`config.mk`:
```
export PLATFORM = sky130hd
export DESIGN_NAME = length_prefixed_header_decoder_core
export DESIGN_NICKNAME = d
export VERILOG_FILES = /design/src/rtl/core/lphd_pkg.sv /design/src/rtl/core/lphd_parser.sv /design/src/rtl/core/length_prefixed_header_decoder_core.sv
export SDC_FILE = /design/constraint.sdc
export NUM_CORES = 1
export LEC_CHECK = 0
export BUFFER_PORTS_ARGS = -buffer_cell sky130_fd_sc_hd__buf_4
export CAP_MARGIN = 20
export CORE_AREA = 4 4 125 91
export DETAILED_ROUTE_END_ITERATION = 12
export DIE_AREA = 0 0 129 95
export GPL_ROUTABILITY_DRIVEN = 0
export PLACE_DENSITY_LB_ADDON = 0.25
export REMOVE_ABC_BUFFERS = 1
export SYNTH_ARGS = -nofsm -noshare
export SYNTH_HDL_FRONTEND = slang
export SYNTH_SLANG_ARGS = --single-unit
export TNS_END_PERCENT = 30
```
`constraint.sdc`:
```
create_clock -name clk -period 4.7 [get_ports clk]
set_input_delay 0.235 -clock clk [delete_from_list [all_inputs] [get_ports clk]]
set_output_delay 0.235 -clock clk [all_outputs]
set_load 0.05 [all_outputs]
```
`src/rtl/core/lphd_pkg.sv`:
```
// Types, phase codes and field role codes shared by the header decoder modules.
package lphd_pkg;

  typedef struct packed {
    logic [7:0] data_byte;
    logic       is_last;
  } in_item_t;

  typedef struct packed {
    logic [2:0]  field_kind;
    logic [7:0]  byte_out;
    logic        frame_done;
    logic        frame_status;
    logic [17:0] header_length;
  } out_item_t;

  typedef enum logic [3:0] {
    PH_GLEN_HI = 4'd0,
    PH_GLEN_LO = 4'd1,
    PH_GFIELD  = 4'd2,
    PH_SLEN_HI = 4'd3,
    PH_SLEN_LO = 4'd4,
    PH_SFIELD  = 4'd5,
    PH_DLEN_HI = 4'd6,
    PH_DLEN_LO = 4'd7,
    PH_DFIELD  = 4'd8,
    PH_PAYLOAD = 4'd9
  } phase_t;

  localparam logic [2:0] KIND_GROUP_LEN  = 3'd0;
  localparam logic [2:0] KIND_GROUP_BYTE = 3'd1;
  localparam logic [2:0] KIND_SRC_LEN    = 3'd2;
  localparam logic [2:0] KIND_SRC_BYTE   = 3'd3;
  localparam logic [2:0] KIND_DST_LEN    = 3'd4;
  localparam logic [2:0] KIND_DST_BYTE   = 3'd5;
  localparam logic [2:0] KIND_PAYLOAD    = 3'd6;

  localparam logic       STATUS_OK        = 1'b0;
  localparam logic       STATUS_TRUNCATED = 1'b1;

  localparam logic [7:0] MIN_FRAME_LENGTH_RESET = 8'd2;

  function automatic logic [2:0] kind_of_phase(input phase_t phase);
    logic [2:0] kind;
    case (phase)
      PH_GLEN_HI, PH_GLEN_LO: kind = KIND_GROUP_LEN;
      PH_GFIELD:              kind = KIND_GROUP_BYTE;
      PH_SLEN_HI, PH_SLEN_LO: kind = KIND_SRC_LEN;
      PH_SFIELD:              kind = KIND_SRC_BYTE;
      PH_DLEN_HI, PH_DLEN_LO: kind = KIND_DST_LEN;
      PH_DFIELD:              kind = KIND_DST_BYTE;
      default:                kind = KIND_PAYLOAD;
    endcase
    return kind;
  endfunction

endpackage

```
`src/rtl/core/lphd_parser.sv`:
```
// Frame parsing state and the per-byte role, status and header length logic.
module lphd_parser import lphd_pkg::*; (
  input  logic       clk,
  input  logic       rst,
  input  logic       step,
  input  in_item_t   item,
  input  logic [7:0] min_frame_length,
  output out_item_t  result
);

  phase_t      phase;
  phase_t      phase_next;
  logic [15:0] bytes_remaining;
  logic [15:0] bytes_remaining_next;
  logic [7:0]  length_high_byte;
  logic [7:0]  length_high_byte_next;
  logic [17:0] header_count;
  logic [17:0] header_count_next;
  logic [7:0]  total_count;
  logic [7:0]  total_count_next;
  logic        frame_ok;

  always_comb begin
    phase_next            = phase;
    bytes_remaining_next  = bytes_remaining;
    length_high_byte_next = length_high_byte;
    header_count_next     = (phase != PH_PAYLOAD) ? header_count + 18'd1 : header_count;
    total_count_next      = (total_count != 8'hFF) ? total_count + 8'd1 : total_count;

    case (phase) inside
      PH_GLEN_HI, PH_SLEN_HI, PH_DLEN_HI: begin
        length_high_byte_next = item.data_byte;
        phase_next            = phase_t'(phase + 4'd1);
      end
      PH_GLEN_LO, PH_SLEN_LO, PH_DLEN_LO: begin
        bytes_remaining_next = {length_high_byte, item.data_byte};
        phase_next = (bytes_remaining_next != 16'd0) ? phase_t'(phase + 4'd1)
                                                     : phase_t'(phase + 4'd2);
      end
      PH_GFIELD, PH_SFIELD, PH_DFIELD: begin
        bytes_remaining_next = bytes_remaining - 16'd1;
        if (bytes_remaining_next == 16'd0) begin
          phase_next = phase_t'(phase + 4'd1);
        end
      end
      default: begin
        phase_next = PH_PAYLOAD;
      end
    endcase

    frame_ok = (phase_next == PH_PAYLOAD) && (total_count_next >= min_frame_length);

    result.field_kind    = kind_of_phase(phase);
    result.byte_out      = item.data_byte;
    result.frame_done    = item.is_last;
    result.frame_status  = STATUS_OK;
    result.header_length = 18'd0;
    if (item.is_last) begin
      result.frame_status  = frame_ok ? STATUS_OK : STATUS_TRUNCATED;
      result.header_length = frame_ok ? header_count_next : 18'd0;
    end
  end

  always_ff @(posedge clk) begin
    if (rst) begin
      phase            <= PH_GLEN_HI;
      bytes_remaining  <= 16'd0;
      length_high_byte <= 8'd0;
      header_count     <= 18'd0;
      total_count      <= 8'd0;
    end else if (step) begin
      if (item.is_last) begin
        phase            <= PH_GLEN_HI;
        bytes_remaining  <= 16'd0;
        length_high_byte <= 8'd0;
        header_count     <= 18'd0;
        total_count      <= 8'd0;
      end else begin
        phase            <= phase_next;
        bytes_remaining  <= bytes_remaining_next;
        length_high_byte <= length_high_byte_next;
        header_count     <= header_count_next;
        total_count      <= total_count_next;
      end
    end
  end

endmodule

```
`src/rtl/core/length_prefixed_header_decoder_core.sv`:
```
// Top level of the length-prefixed header decoder: input register, parser and result register.
// Each request carries one message byte; the block tags it with its role (group, source or
// destination length or byte, or payload) and, on the byte marked last, reports ok or
// truncated and, when ok, the number of header bytes ahead of the payload. A request is
// registered on acceptance, parsed as it leaves the input register and its result held in an
// output register, so one request is taken every cycle as long as results are taken. The
// minimum frame length register should be written only while no request is in flight.
module length_prefixed_header_decoder_core import lphd_pkg::*; (
  input  logic       clk,
  input  logic       rst,
  input  logic       in_valid,
  output logic       in_ready,
  input  in_item_t   in_data,
  output logic       out_valid,
  input  logic       out_ready,
  output out_item_t  out_data,
  input  logic       cfg_write_en,
  input  logic [7:0] cfg_write_data
);

  logic       s1_valid;
  in_item_t   s1_item;
  logic       s1_move;
  logic [7:0] min_frame_length;
  out_item_t  result;

  assign s1_move  = s1_valid && (!out_valid || out_ready);
  assign in_ready = !s1_valid || s1_move;

  lphd_parser u_parser (
    .clk              (clk),
    .rst              (rst),
    .step             (s1_move),
    .item             (s1_item),
    .min_frame_length (min_frame_length),
    .result           (result)
  );

  always_ff @(posedge clk) begin
    if (rst) begin
      s1_valid         <= 1'b0;
      out_valid        <= 1'b0;
      min_frame_length <= MIN_FRAME_LENGTH_RESET;
    end else begin
      if (in_ready) begin
        s1_valid <= in_valid;
      end
      if (s1_move) begin
        out_valid <= 1'b1;
      end else if (out_ready) begin
        out_valid <= 1'b0;
      end
      if (cfg_write_en) begin
        min_frame_length <= cfg_write_data;
      end
    end
  end

  always_ff @(posedge clk) begin
    if (in_valid && in_ready) begin
      s1_item <= in_data;
    end
    if (s1_move) begin
      out_data <= result;
    end
  end

endmodule

```
==> impl_metrics.csv <==
group,metric,value,unit
outcome,outcome,"completed",
die,core,0.0102,mm^2
finish,drive_above_1_share,0.147,
sta,skew,0.00955,ns
synth,yosys.area_share.simple,0.230,
synth,yosysSeqAreaShare,0.446,
global_route,grt_pass1_vias,4393,
cts,clock_sinks,104,
cts,clkLatencyLatePin,0.35,ns
cts,numCtsBuffers,9,
power_and_ir_drop,p_seq_frac,0.500,
synth,synth_edf_count,40,
global_route,grt_remaining_overflow,0,
worst_setup_path,critPathCaptureType,"register",
drt,drt_first_pass_iters,5,
drt,totalWireLength,12900,um
sta,rsz0062_at_grt,"false",
global_route,grt_max_degree,65,
worst_setup_path,cp.arrival,4.04,ns
power_and_ir_drop,p_sw,552,uW
power_and_ir_drop,combPwrFrac,0.122,
worst_setup_path,worstPathMaxFanout,11,
sta,finalSetupViolations,0,
sta,setup-tns-final,0,ns
power_and_ir_drop,p_per_area,312,mW/mm^2
finish,synthToLayoutAreaGrowth,13.5,%
job,maxCapViolations,0,
power_and_ir_drop,ir_worst_vdd,170,uV
synth,synth_area_leaders,"dfxtp_1, edfxtp_1, nor2_1",
synth,synth_compound_area_frac,0.177,
global_route,grt.total_usage,0.220,
die,die_w,129,um
synth,syn_area,0.00556,mm^2
placed_design,numPortBuffers,54,
drt,via_per_inst,6.06,
synth,synth_top_area_share,0.230,
sta,slew_headroom,0.393,
sta,tightest_slew,0.910,ns
cts,path_clk_slew,0.08,ns
sta,period_needed,3.84,ns
synth,synth_xor_area_frac,0.0409,
sta,fmax,0.260,GHz
worst_setup_path,worstSetupStartpointType,"register",
die,floorplan.rows,31,
synth,synth_top_area_cell,"dfxtp_1",
synth,muxShareOfSynthArea,0.0200,
global_route,grt_pass1_wl,21700,um
die,die_h,95,um
cts,tritoncts,"done",
cts,htreeDepth,3,
global_route,antenna_found_initial,0,
drt,drcViolationCount,0,
synth,synth_top_family_by_area,"simple AND/OR/NAND/NOR gates",
synth,synthAdderAreaFrac,0.0405,
cts,post_cts_resized,0,
synth,syn_inst,621,
synth,synth_flop_cell,"dfxtp_1",
power_and_ir_drop,swShare,0.280,
cts,root_buffer,"clkbuf_16",
cts,cts_setup_buffers,0,
worst_hold_path,hp-class,"input pin to register",
die,boundaryPins,55,
synth,yosysWarnings,0,
drt,ant_nets,0,
sta,drv_slew,0,
power_and_ir_drop,internal_power,1420,uW
die,die_area,0.0123,mm^2
synth,yosysUniqueCellTypes,67,
sta,finalCritPeriodShare,0.817,
power_and_ir_drop,p_clk_frac,0.378,
drt,wire_per_inst,16.2,um
finish,antennaDiodeCount,0,
synth,async_reset_ff_frac,0,
cts,clock_path_buffers,2,
cts,ctsHoldBuffers,0,
power_and_ir_drop,leakage,0.00242,uW
drt,dr_total_vias,4801,
finish,fin_nets,695,
synth,synth_seq_cells,104,
sta,final-hold-violation-count,0,
die,start_util,0.547,
placed_design,hpwlAfterDp,8820,um
sta,hold_ws,0.0516,ns
synth,syn-mean-instance-area,8.96,um^2
worst_setup_path,critical_path_class,"register to register",
worst_setup_path,worst_ep_required_time,4.90,ns
drt,dr.first_iter.drc_count,547,
[Yosys cell counts (3+ instances only)]
cell / count
a2111oi_0: 3
a211oi_1: 4
a21o_1: 3
a21oi_1: 41
a22oi_1: 31
a31oi_1: 5
and2_1: 3
and3_1: 9
buf_1: 4
clkbuf_1: 29
dfxtp_1: 64
edfxtp_1: 40
ha_1: 18
inv_1: 20
mux2i_1: 10
nand2_1: 44
nand2b_1: 7
nand3_1: 16
nand3b_1: 5
nand4_1: 4
nor2_1: 93
nor2b_1: 6
nor3_1: 21
nor3_2: 10
nor4_1: 7
o211ai_1: 6
o21a_1: 3
o21ai_0: 33
or3_1: 11
xnor2_1: 16
xor2_1: 10
[worst paths after layout]
check,from,endpoint,slack [ns],cells past startpoint
worst max-delay path,u_parser.bytes_remaining[0]$_SDFFE_PP0P_,out_data[9]$_SDFFCE_PN0P_,0.86,11
worst min-delay path,in_data[2],s1_item[2]$_DFFE_PP_,0.05,1
worst max register to register,u_parser.bytes_remaining[0]$_SDFFE_PP0P_,out_data[9]$_SDFFCE_PN0P_,0.86,11
worst min register to register,min_frame_length[1]$_SDFFE_PP1P_,min_frame_length[1]$_SDFFE_PP1P_,0.50,2
[cells in the final DEF, fill, tap and decap left out, types with 10 or more instances in the layout]
cell / netlist / routed
nor2_1: 93 / 93
dfxtp_1: 64 / 64
buf_4: 1 / 61
nand2_1: 44 / 44
a21oi_1: 41 / 41
edfxtp_1: 40 / 40
o21ai_0: 33 / 33
a22oi_1: 31 / 31
nor3_1: 21 / 21
inv_1: 20 / 20
ha_1: 18 / 18
nand3_1: 16 / 16
xnor2_1: 16 / 16
or3_1: 11 / 11
mux2i_1: 10 / 10
xor2_1: 10 / 10
nor3_2: 10 / 10
[critical path: stages, from the launching register on]
cell,delay (ns)
dfxtp_1,0.53
inv_1,0.13
ha_1,0.33
o21bai_1,0.21
and4_1,0.20
o32ai_1,0.21
o21ai_0,0.31
or4_1,0.54
nand3_1,0.10
nand4bb_1,0.52
buf_4,0.41
nor3_1,0.18
[power groups by stage]
stage,combinational (uW),clock (uW),sequential [uW]
after global placement,234,0,1010
after detailed placement,239,0,1010
after global routing,263,796,990
after CTS,240,761,986
after floorplan,110,0,1050
final,240,745,987
[logic make-up (layout without fill, tap and decap cells)]
family,Yosys count,in the layout
flops,104,104
buf+inv,58,97
xor+xnor,26,26
fa+ha+maj,18,18
compound gates,152,152
simple gates,252,252
mux,11,11
[registers in the layout (all words and copies together), names as in the netlist]
register,flops
u_parser.length_high_byte,8
s1_item,9
u_parser.header_count,18
out_data,31
s1_valid,1
u_parser.bytes_remaining,16
u_parser.phase,4
min_frame_length,8
u_parser.total_count,8
out_valid,1
[stage by stage]
step	worst slack, ns	instance area (um^2)	std cells	power (uW)	utilization
finish	0.859	6310	792	1970	0.621
global route	0.561	6310	792	2050	0.621
CTS	0.886	6310	792	1990	0.621
detailed placement	0.897	6020	776	1250	0.592
global placement	0.990	6020	776	1240	0.592
floorplan	0.449	5380	583	1160	-
[area by class of cell]
cell class | instances | area, um^2
flip-flops and latches | 104 | 2480
fillers | 862 | 3850
repair buffers | 61 | 458
multi-input cells | 459 | 2840
well taps | 132 | 165
inverters | 20 | 75.1
clock buffers | 9 | 225
clock inverters | 7 | 73.8
[per-layer routing]
metal,up-vias,global-route usage,wire [um]
met1,2253,0.317,5960
li1,2315,-,-
met5,-,0,0
met4,0,0.0551,158
met2,217,0.334,5660
met3,16,0.0514,1090
No activity file was read; power rests on OpenSTA's default activity.
